===== src/hdl/assert_macros.svh =====
`ifndef ASSERT_MACROS_SVH
`define ASSERT_MACROS_SVH

// Property that must hold at every clock edge outside reset.
`define ASSERT_PROP(lbl, clk, rst_n, prop) \
	lbl: assert property (@(posedge clk) disable iff (!rst_n) prop) \
		else $error("assertion failed");

// Condition that must never be seen outside reset.
`define ASSERT_NEVER(lbl, clk, rst_n, cond) \
	`ASSERT_PROP(lbl, clk, rst_n, !(cond))

`endif


===== src/hdl/isj_pkg.sv =====
`timescale 1ns / 1ps
package isj_pkg;

	localparam int TABLE_DEPTH = 1024;
	localparam int KEY_BITS    = 11;
	localparam int ADDR_W      = $clog2(TABLE_DEPTH);
	localparam int CNT_W       = ADDR_W + 1;
	localparam int KEY_W       = 3 * KEY_BITS;
	localparam int IN_KEY_W    = 11;
	localparam int FIRST_W     = 16;
	localparam int SECOND_W    = 10;
	localparam int QUEUE_DEPTH = 4;
	localparam int QPTR_W      = $clog2(QUEUE_DEPTH);
	localparam int QCNT_W      = QPTR_W + 1;

	localparam logic [FIRST_W-1:0] PROBE_MAX = {FIRST_W{1'b1}};

	typedef enum logic [1:0] {
		OP_CLEAR = 2'd0,
		OP_LOAD  = 2'd1,
		OP_PROBE = 2'd2,
		OP_DRAIN = 2'd3
	} op_t;

	typedef enum logic [1:0] {
		KIND_PAIR     = 2'd0,
		KIND_FIRST    = 2'd1,
		KIND_SECOND   = 2'd2,
		KIND_OVERFLOW = 2'd3
	} kind_t;

	typedef struct packed {
		op_t              op;
		logic [KEY_W-1:0] key;
	} cmd_t;

	// Keep the low KEY_BITS of each component, h in the top slice.
	function automatic logic [KEY_W-1:0] pack_key(
		input logic [IN_KEY_W-1:0] h,
		input logic [IN_KEY_W-1:0] k,
		input logic [IN_KEY_W-1:0] l
	);
		logic [KEY_BITS-1:0] hh;
		logic [KEY_BITS-1:0] kk;
		logic [KEY_BITS-1:0] ll;
		hh = KEY_BITS'(h);
		kk = KEY_BITS'(k);
		ll = KEY_BITS'(l);
		return {hh, kk, ll};
	endfunction

endpackage


===== src/hdl/isj_front.sv =====
`timescale 1ns / 1ps
module isj_front
	import isj_pkg::*;
(
	input  logic                       clk,
	input  logic                       arst_n,
	input  logic                       item_valid,
	output logic                       item_stall,
	input  logic [1:0]                 opcode,
	input  logic signed [IN_KEY_W-1:0] key_h,
	input  logic signed [IN_KEY_W-1:0] key_k,
	input  logic signed [IN_KEY_W-1:0] key_l,
	output logic                       push,
	output cmd_t                       push_cmd,
	input  logic                       q_full
);

	logic valid_s1;
	cmd_t cmd_s1;
	logic accept;

	assign item_stall = valid_s1 && q_full;
	assign accept     = item_valid && !item_stall;
	assign push       = valid_s1 && !q_full;
	assign push_cmd   = cmd_s1;

	always_ff @(posedge clk or negedge arst_n) begin
		if (!arst_n) begin
			valid_s1 <= 1'b0;
		end else if (accept) begin
			valid_s1 <= 1'b1;
		end else if (push) begin
			valid_s1 <= 1'b0;
		end
	end

	// Decode the opcode and pack the key once, at the front.
	always_ff @(posedge clk) begin
		if (accept) begin
			cmd_s1.op  <= op_t'(opcode);
			cmd_s1.key <= pack_key(key_h, key_k, key_l);
		end
	end

endmodule


===== config.mk =====
export PLATFORM = sky130hd
export DESIGN_NAME = isj_front
export DESIGN_NICKNAME = d
export VERILOG_FILES = /design/src/hdl/assert_macros.svh /design/src/hdl/isj_pkg.sv /design/src/hdl/isj_front.sv
export SDC_FILE = /design/constraint.sdc
export NUM_CORES = 1
export LEC_CHECK = 0
export BUFFER_PORTS_ARGS = -buffer_cell sky130_fd_sc_hd__clkbuf_2
export CAP_MARGIN = 10
export CORE_AREA = 2 2 83 61
export CTS_BUF_LIST = sky130_fd_sc_hd__clkbuf_4
export DETAILED_ROUTE_END_ITERATION = 16
export DIE_AREA = 0 0 85 63
export HOLD_SLACK_MARGIN = 0.12
export PLACE_DENSITY = 0.53
export SLEW_MARGIN = 5
export SYNTH_ARGS = -nofsm -noshare
export SYNTH_HDL_FRONTEND = slang
export SYNTH_SLANG_ARGS = --single-unit

===== constraint.sdc =====
create_clock -name clk -period 5.2 [get_ports clk]
set_input_delay 0.78 -clock clk [delete_from_list [all_inputs] [get_ports clk]]
set_output_delay 0.78 -clock clk [all_outputs]
set_load 0.03 [all_outputs]

==> summary.txt <==
Clocking
  • Clk buf depth: 2
  • TritonCTS clock tree: done
  • Post-CTS Setup Inserts: 0
  • Num CTS Buffers: 5
  • Clock slew at reported path FFs: 0.11 ns
  • CTS Root Buffer Type: clkbuf_4
  • CTS resizes: 0
  • Max H-tree Level: 2
  • Clk_lat worst skew: 0.33 ns
  • Hold_buf cts: 0
  • Number of clock sinks: 36

Timing
  • Worst slew pin tran: 1.07 ns
  • RSZ-0062 raised after global routing: no
  • Max frequency: 479 MHz
  • Pins Over Slew Limit: 0
  • Crit path time final: 2.09 ns
  • Setup TNS: 0 ns
  • Slew HR: 28.2%
  • Final hold vios: 0
  • Part of the cycle the worst path needs: 40.2%
  • Clk_skew: 0.00944 ns
  • Final setup fails: 0

Finish
  • Most frequent cells in the layout: clkbuf_2 (75), edfxtp_1 (35), clkbuf_4 (5)
  • Ratio of cells with drive above 1 in the final layout: 70.7%
  • Fill count: 436
  • Inserted Diodes: 0
  • Reg area: 1080 µm²
  • Final instance count without filler cells: 180
  • Final Util: 35.8%
  • NumNets Final: 161
  • Synth-to-Final Area Change: 48.5%
  • Most common cell after layout, fill and taps aside: clkbuf_2
  • Area of the multi-input gates: 43.8 µm²

Placed design
  • Inst Count DP: 172
  • IO Port Bufs: 75
  • Routability cong.: 0.711

Power and ir drop
  • Leakage Power: 0.718 nW
  • P per Cell Area: 366 nW/µm²
  • Peak VDD IR: 125 µV

Min path
  • Tightest Hold Check Type: input port to asynchronous set/reset pin

Yosys
  • Synth cell types: 6
  • Synthesis warning total: 0
  • Yosys reg bits: 36
  • Synth Cell Area: 1110 µm²
  • Synth Instances: 40
  • Synth Area per Inst: 27.7 µm²
  • Synth Net Count: 79
  • Seq/Total Area, Yosys: 97.1%

Critical path
  • Worst-case reg-to-reg path depth: 1
  • Slowest Stage Delay on Critical Path: 0.22 ns
  • Crit-path leading delay family: buffers and inverters
  • Arrival time worst endpoint: 1.31 ns
  • Worst r2r dst: push_cmd[3]$_DFFE_PP_
  • Startpoint Class: input port
  • RR Startpoint: valid_s1$_DFFE_PN0P_
  • Flop2flop setup slack: 3.51 ns
  • Crit path kind: input port to primary output
  • Crit path top cell by count: clkbuf_2
  • Critical path cell sequence: clkbuf_2 > and2b_2 > clkbuf_2
  • CP bufs+invs: 2
  • Peak fanout along the critical path: 4
  • WP data required: 4.42 ns
  • CP max stage cell: and2b_2
  • Crit. End Element: primary output

Run
  • Max cap viols: 0

Global routing
  • Number of global-route vias before repair: 621
  • Grt total ovfl: 0
  • Largest net degree at the start of global routing: 36
  • First-pass GRT wire length: 3170 µm
  • All-Layer GR Usage: 8.44%
  • Initial antenna violation count: 0

Floorplanning
  • Die Wd: 85 µm
  • Cell Rows: 21
  • Ports: 76
  • Initial Util: 24.1%
  • Die Y: 63 µm
  • Core footprint: 4600 µm²
  • Die area: 5360 µm²

Route
  • M1 WL: 836 µm
  • Post-route ant nets: 0
  • Vias post-DR: 655
  • # DRC: 0
  • Top routing layer used: met4
  • Met3 WL: 311 µm
  • Initial drt markers: 25
  • Avg WL per Cell: 11.9 µm
  • WL met2: 962 µm
  • Via density: 3.64
  • Pre-antenna DRT Iters: 3
  • Routed WL: 2140 µm

Run status
  • Status: finished clean
sequential cells by signal, indices dropped and copies added, names as in the netlist:
register	flops
push_cmd	35
valid_s1	1
power by group:
part	switching [mW]	internal (mW)	total, mW
Combinational	0.0481	0.0218	0.0698
Clock	0.0909	0.100	0.191
Sequential	0.00429	0.337	0.342
through the flow:
| step | hold WS [ns] | power [mW] | cell area, µm² | worst slack [ns] |
|---|---|---|---|---|
| after floorplan | 0.481 | 0.389 | 1110 | 1.34 |
| after global placement | 0.553 | 0.418 | 1570 | 3.09 |
| after detailed placement | 0.557 | 0.420 | 1570 | 3.02 |
| after CTS | 0.173 | 0.615 | 1650 | 3.11 |
| after global routing | 0.158 | 0.633 | 1650 | 3.09 |
| final | 0.198 | 0.603 | 1650 | 3.11 |
layer usage:
layer,track usage (%),vias up
li1,-,325
met1,8.98,282
met2,12.0,46
met3,6.74,2
met4,4.17,0
met5,0,-
synth_stat cells:
cell type | instances | area, µm²
edfxtp_1 | 35 | 1050
a21boi_0 | 1 | 7.51
a21o_2 | 1 | 8.76
and2_2 | 1 | 7.51
and2b_2 | 1 | 8.76
dfrtp_1 | 1 | 25.0
cell families after synthesis:
kind of cell / count (synthesis) / share of synthesized area [%]
and+or+nand+nor: 2 / 1.47
DFF: 36 / 97.1
AOI/OAI and AO/OA: 2 / 1.47
final cells by class:
| class | count | area share (%) |
|---|---|---|
| clock buffers | 5 | 2.28 |
| clock inverters | 3 | 2.58 |
| multi-input cells | 4 | 2.66 |
| flip-flops and latches | 36 | 65.3 |
| well taps | 57 | 4.33 |
| repair buffers | 75 | 22.8 |
how the worst max path moves through the flow:
| stage | depth (start not counted) | to | startpoint |
|---|---|---|---|
| finish | 3 | push | q_full |
| global placement | 2 | push_cmd[0]$_DFFE_PP_ | q_full |
| floorplan | 1 | push_cmd[0]$_DFFE_PP_ | item_valid |
| CTS | 3 | push | q_full |
| detailed placement | 2 | push_cmd[24]$_DFFE_PP_ | q_full |
| global route | 3 | push | q_full |
(Power assumes the default switching activity.)
