$ cat src/hdl/assert_macros.svh
`ifndef ASSERT_MACROS_SVH
`define ASSERT_MACROS_SVH

// Property that must hold at every clock edge outside reset.
`define ASSERT_PROP(lbl, clk, rst_n, prop) \
	lbl: assert property (@(posedge clk) disable iff (!rst_n) prop) \
		else $error("assertion failed");

// Condition that must never be seen outside reset.
`define ASSERT_NEVER(lbl, clk, rst_n, cond) \
	`ASSERT_PROP(lbl, clk, rst_n, !(cond))

`endif

$ cat src/hdl/isj_pkg.sv
`timescale 1ns / 1ps
package isj_pkg;

	localparam int TABLE_DEPTH = 1024;
	localparam int KEY_BITS    = 11;
	localparam int ADDR_W      = $clog2(TABLE_DEPTH);
	localparam int CNT_W       = ADDR_W + 1;
	localparam int KEY_W       = 3 * KEY_BITS;
	localparam int IN_KEY_W    = 11;
	localparam int FIRST_W     = 16;
	localparam int SECOND_W    = 10;
	localparam int QUEUE_DEPTH = 4;
	localparam int QPTR_W      = $clog2(QUEUE_DEPTH);
	localparam int QCNT_W      = QPTR_W + 1;

	localparam logic [FIRST_W-1:0] PROBE_MAX = {FIRST_W{1'b1}};

	typedef enum logic [1:0] {
		OP_CLEAR = 2'd0,
		OP_LOAD  = 2'd1,
		OP_PROBE = 2'd2,
		OP_DRAIN = 2'd3
	} op_t;

	typedef enum logic [1:0] {
		KIND_PAIR     = 2'd0,
		KIND_FIRST    = 2'd1,
		KIND_SECOND   = 2'd2,
		KIND_OVERFLOW = 2'd3
	} kind_t;

	typedef struct packed {
		op_t              op;
		logic [KEY_W-1:0] key;
	} cmd_t;

	// Keep the low KEY_BITS of each component, h in the top slice.
	function automatic logic [KEY_W-1:0] pack_key(
		input logic [IN_KEY_W-1:0] h,
		input logic [IN_KEY_W-1:0] k,
		input logic [IN_KEY_W-1:0] l
	);
		logic [KEY_BITS-1:0] hh;
		logic [KEY_BITS-1:0] kk;
		logic [KEY_BITS-1:0] ll;
		hh = KEY_BITS'(h);
		kk = KEY_BITS'(k);
		ll = KEY_BITS'(l);
		return {hh, kk, ll};
	endfunction

endpackage

$ cat src/hdl/isj_queue.sv
`timescale 1ns / 1ps
`include "assert_macros.svh"
module isj_queue
	import isj_pkg::*;
(
	input  logic clk,
	input  logic arst_n,
	input  logic push,
	input  cmd_t push_cmd,
	output logic full,
	input  logic pop,
	output logic q_valid,
	output cmd_t q_cmd
);

	cmd_t              mem_q [QUEUE_DEPTH];
	logic [QPTR_W-1:0] wr_ptr_q;
	logic [QPTR_W-1:0] rd_ptr_q;
	logic [QCNT_W-1:0] cnt_q;

	assign full    = (cnt_q == QCNT_W'(QUEUE_DEPTH));
	assign q_valid = (cnt_q != '0);
	assign q_cmd   = mem_q[rd_ptr_q];

	always_ff @(posedge clk or negedge arst_n) begin
		if (!arst_n) begin
			wr_ptr_q <= '0;
			rd_ptr_q <= '0;
			cnt_q    <= '0;
		end else begin
			if (push) begin
				wr_ptr_q <= (wr_ptr_q == QPTR_W'(QUEUE_DEPTH - 1)) ? '0 : wr_ptr_q + 1'b1;
			end
			if (pop) begin
				rd_ptr_q <= (rd_ptr_q == QPTR_W'(QUEUE_DEPTH - 1)) ? '0 : rd_ptr_q + 1'b1;
			end
			if (push && !pop) begin
				cnt_q <= cnt_q + 1'b1;
			end else if (pop && !push) begin
				cnt_q <= cnt_q - 1'b1;
			end
		end
	end

	always_ff @(posedge clk) begin
		if (push) begin
			mem_q[wr_ptr_q] <= push_cmd;
		end
	end

	`ASSERT_NEVER(a_q_no_overflow, clk, arst_n, push && full)
	`ASSERT_NEVER(a_q_no_underflow, clk, arst_n, pop && !q_valid)
	`ASSERT_PROP(a_q_count_up, clk, arst_n, (push && !pop) |=> (cnt_q == $past(cnt_q) + 1'b1))

endmodule

$ cat config.mk
export PLATFORM = sky130hd
export DESIGN_NAME = isj_queue
export DESIGN_NICKNAME = d
export VERILOG_FILES = /design/src/hdl/isj_pkg.sv /design/src/hdl/isj_queue.sv
export VERILOG_INCLUDE_DIRS = /design/src /design/src/hdl
export SDC_FILE = /design/constraint.sdc
export NUM_CORES = 1
export LEC_CHECK = 0
export ABC_AREA = 1
export ABC_CLOCK_PERIOD_IN_PS = 4700
export BUFFER_PORTS_ARGS = -buffer_cell sky130_fd_sc_hd__buf_2
export CAP_MARGIN = 20
export CORE_ASPECT_RATIO = 1.1
export CORE_UTILIZATION = 35
export CTS_BUF_LIST = sky130_fd_sc_hd__clkbuf_4 sky130_fd_sc_hd__clkbuf_8
export DETAILED_ROUTE_END_ITERATION = 16
export PLACE_DENSITY = 0.5
export SKIP_CTS_REPAIR_TIMING = 1
export SYNTH_ARGS = -nofsm -noshare
export SYNTH_HDL_FRONTEND = slang
export SYNTH_SLANG_ARGS = --single-unit
$ cat constraint.sdc
create_clock -name clk -period 4.7 [get_ports clk]
set_clock_uncertainty 0.15 [all_clocks]
set_input_delay 0.94 -clock clk [delete_from_list [all_inputs] [get_ports clk]]
set_output_delay 0.94 -clock clk [all_outputs]
set_load 0.005 [all_outputs]
==> out/results.ini <==
[global_route]
antenna_found_initial=1
track_usage_pct=13.5
grt_max_degree=95
gr-total-overflow=0
grt_pass1_vias=3403
grt_pass1_wl_um=17800

[synth]
syn-mean-instance-area_um2=13.2
syn-num-nets=507
ys_ff_latch=147
syn-cell-area_um2=6070
ys_seq_area_share_pct=72.1
netlist-cell-type-count=22
synth_cells=461
yosys_warnings=0

[clock_tree]
htree_levels=4
cts_tree=done
clk_latency_ps=430
numCtsBuffers=17
clock_sink_count=147
clk_pin_slew_ps=70
clock-root-buffer=clkbuf_8
cts_buffer_depth=2

[timing]
whs_ps=183
setup_ws_ps=1260
rsz0062_at_grt=no
max_freq_mhz=290
slew_viol_final=0
period_needed_ps=3440
hold_viol_final=0
worstMarginPinSlew_ps=947
maxSlewHeadroom_pct=36.8
setup_viol=0
fin_setup_tns_ps=0
fin_crit_sh_pct=73.2

[final_layout]
fin_area_um2=6990
drive_gt1_share_pct=27.3
nets=582
seqCellArea_um2=4380
multiInputGateArea_um2=1200
areaGrowthSynthToFinish_pct=15.2
fillers=1648

[setup_path]
worstPathMaxFanout=94
arrival_ps=2350
crit_buf_inv=3
crit_path_top_delay_cell=inv_4
r2r_slack_ps=2740
crit_top_cell=nand2_1
cp_cell_sequence=inv_4 -> buf_4 -> nand2_1 -> o211ai_1 -> nand2_1 -> buf_2
worstSetupPathDepth=6
r2r.worst_path.cells=4
cpLargestDelayFamily=buffers and inverters
r2r_start=wr_ptr_q[0]
max_stage_delay_ps=680
r2r_end=mem_q[2][31]
start_kind=register
critical_path_class=register to output port
worstSetupEndpointType=output port
cp.required_ps=3610

[power_and_ir_drop]
power_density_nw_per_um2=558
ir_drop_mv=0.306
leakage_nw=2.84

[route]
drtIter0Drc=197
wire_per_inst_um=14.3
drtPass1Iterations=4
drc=0
via_count=3451
vias_per_cell=4.40
wl_um=11200
final_antenna_net_count=0

[hold_path]
hp-class=input pin to asynchronous set/reset pin

[placed_design]
globalplace.congestion=0.693
hpwlAfterDp_um=6320
place_ws_ps=1700
portBuffers=75
place_area_um2=6580

[floorplan]
die_x_um=128
ios=76
core_area_um2=17000
start_util_pct=35.7
die_h_um=140
dieArea_um2=17900
rows=50

[job]
maxCapViolCount=0

[status]
status=complete, no violations

-- cells in the mapped netlist --
| cell type | instances | area [um2] |
|---|---|---|
| edfxtp_1 | 140 | 4200 |
| nand2_1 | 121 | 454 |
| inv_1 | 60 | 225 |
| o211ai_1 | 57 | 428 |
| inv_2 | 21 | 78.8 |
| o211ai_2 | 13 | 163 |
| buf_6 | 10 | 113 |
| buf_2 | 7 | 35.0 |
| dfrtp_1 | 7 | 175 |
| ha_1 | 6 | 75.1 |
| buf_4 | 4 | 30.0 |
| nor2_1 | 3 | 11.3 |
| o21ai_1 | 3 | 15.0 |
| clkbuf_1 | 1 | 3.75 |
| clkinv_1 | 1 | 3.75 |
| fa_1 | 1 | 20.0 |
| inv_4 | 1 | 6.26 |
| nand3_1 | 1 | 5.00 |
| nand4_1 | 1 | 6.26 |
| nor3_1 | 1 | 5.00 |
| o21ai_0 | 1 | 5.00 |
| xnor2_1 | 1 | 8.76 |
-- sequential cells by signal (all words and copies together) (netlist names) --
name      cells
mem_q       140
cnt_q         3
rd_ptr_q      2
wr_ptr_q      2
-- per-layer routing --
layer	share of wire (%)	global-route usage [%]	up-vias	wire, um
met2	50	22.8	56	5660
met5	0	0	-	0
met1	43	16.0	1639	4880
met3	4.5	4.13	13	502
met4	1.6	5.57	0	182
li1	-	-	1743	-
-- metrics by stage --
step	utilization [%]	std cells	total power, mW
floorplan	-	461	2.61
detailed placement	38.7	751	3.01
finish	41.1	784	3.90
global route	41.1	783	4.18
CTS	41.1	783	3.98
global placement	38.7	751	2.99
-- cell type report --
cell class	count	share of cell area, %
inverters	83	4.53
repair buffers	78	5.69
clock buffers	28	5.15
multi-input cells	209	17.1
clock inverters	4	0.644
diodes	1	0.0358
flip-flops and latches	147	62.7
well taps	234	4.19
-- how the worst max path moves through the flow --
| stage | slack (ps) | startpoint | to |
|---|---|---|---|
| finish | 1260 | rd_ptr_q[0] | q_cmd[3] |
| global route | 1020 | rd_ptr_q[0] | q_cmd[22] |
| CTS | 1200 | rd_ptr_q[0] | q_cmd[3] |
| detailed placement | 1700 | rd_ptr_q[0] | q_cmd[3] |
| global placement | 1760 | rd_ptr_q[0] | q_cmd[4] |
| floorplan | 2490 | push | mem_q[3][0] |
-- report_power, final --
part           total [mW]  leakage (nW)  switching (mW)  internal, mW
clock               0.956         0.217           0.416         0.539
combinational        1.18          1.26           0.763         0.417
sequential           1.76          1.37          0.0736          1.69
-- cells in the final DEF (no fill, tap or decap), drive strengths merged --
cell	synthesis	routed
nand4	1	1
o21ai	4	4
xnor2	1	1
nor2	3	3
inv	82	82
clkbuf	1	28
edfxtp	140	140
nor3	1	1
nand2	121	121
diode	0	1
fa	1	1
bufinv	0	1
nand3	1	1
o211ai	70	70
buf	21	78
dfrtp	7	7
ha	6	6
clkinv	1	4
-- cell families (layout without fill, tap and decap cells) --
kind of cell / after synthesis / after routing / share of synthesized area, %
DFF: 147 / 147 / 72.1
and+or+nand+nor: 127 / 127 / 7.93
buffers and inverters: 105 / 193 / 8.16
AOI/OAI and AO/OA: 74 / 74 / 10.1
adders and majority gates: 7 / 7 / 1.57
xor gates and xnor gates: 1 / 1 / 0.144
other: 0 / 1 / 0
(Power assumes the default switching activity.)
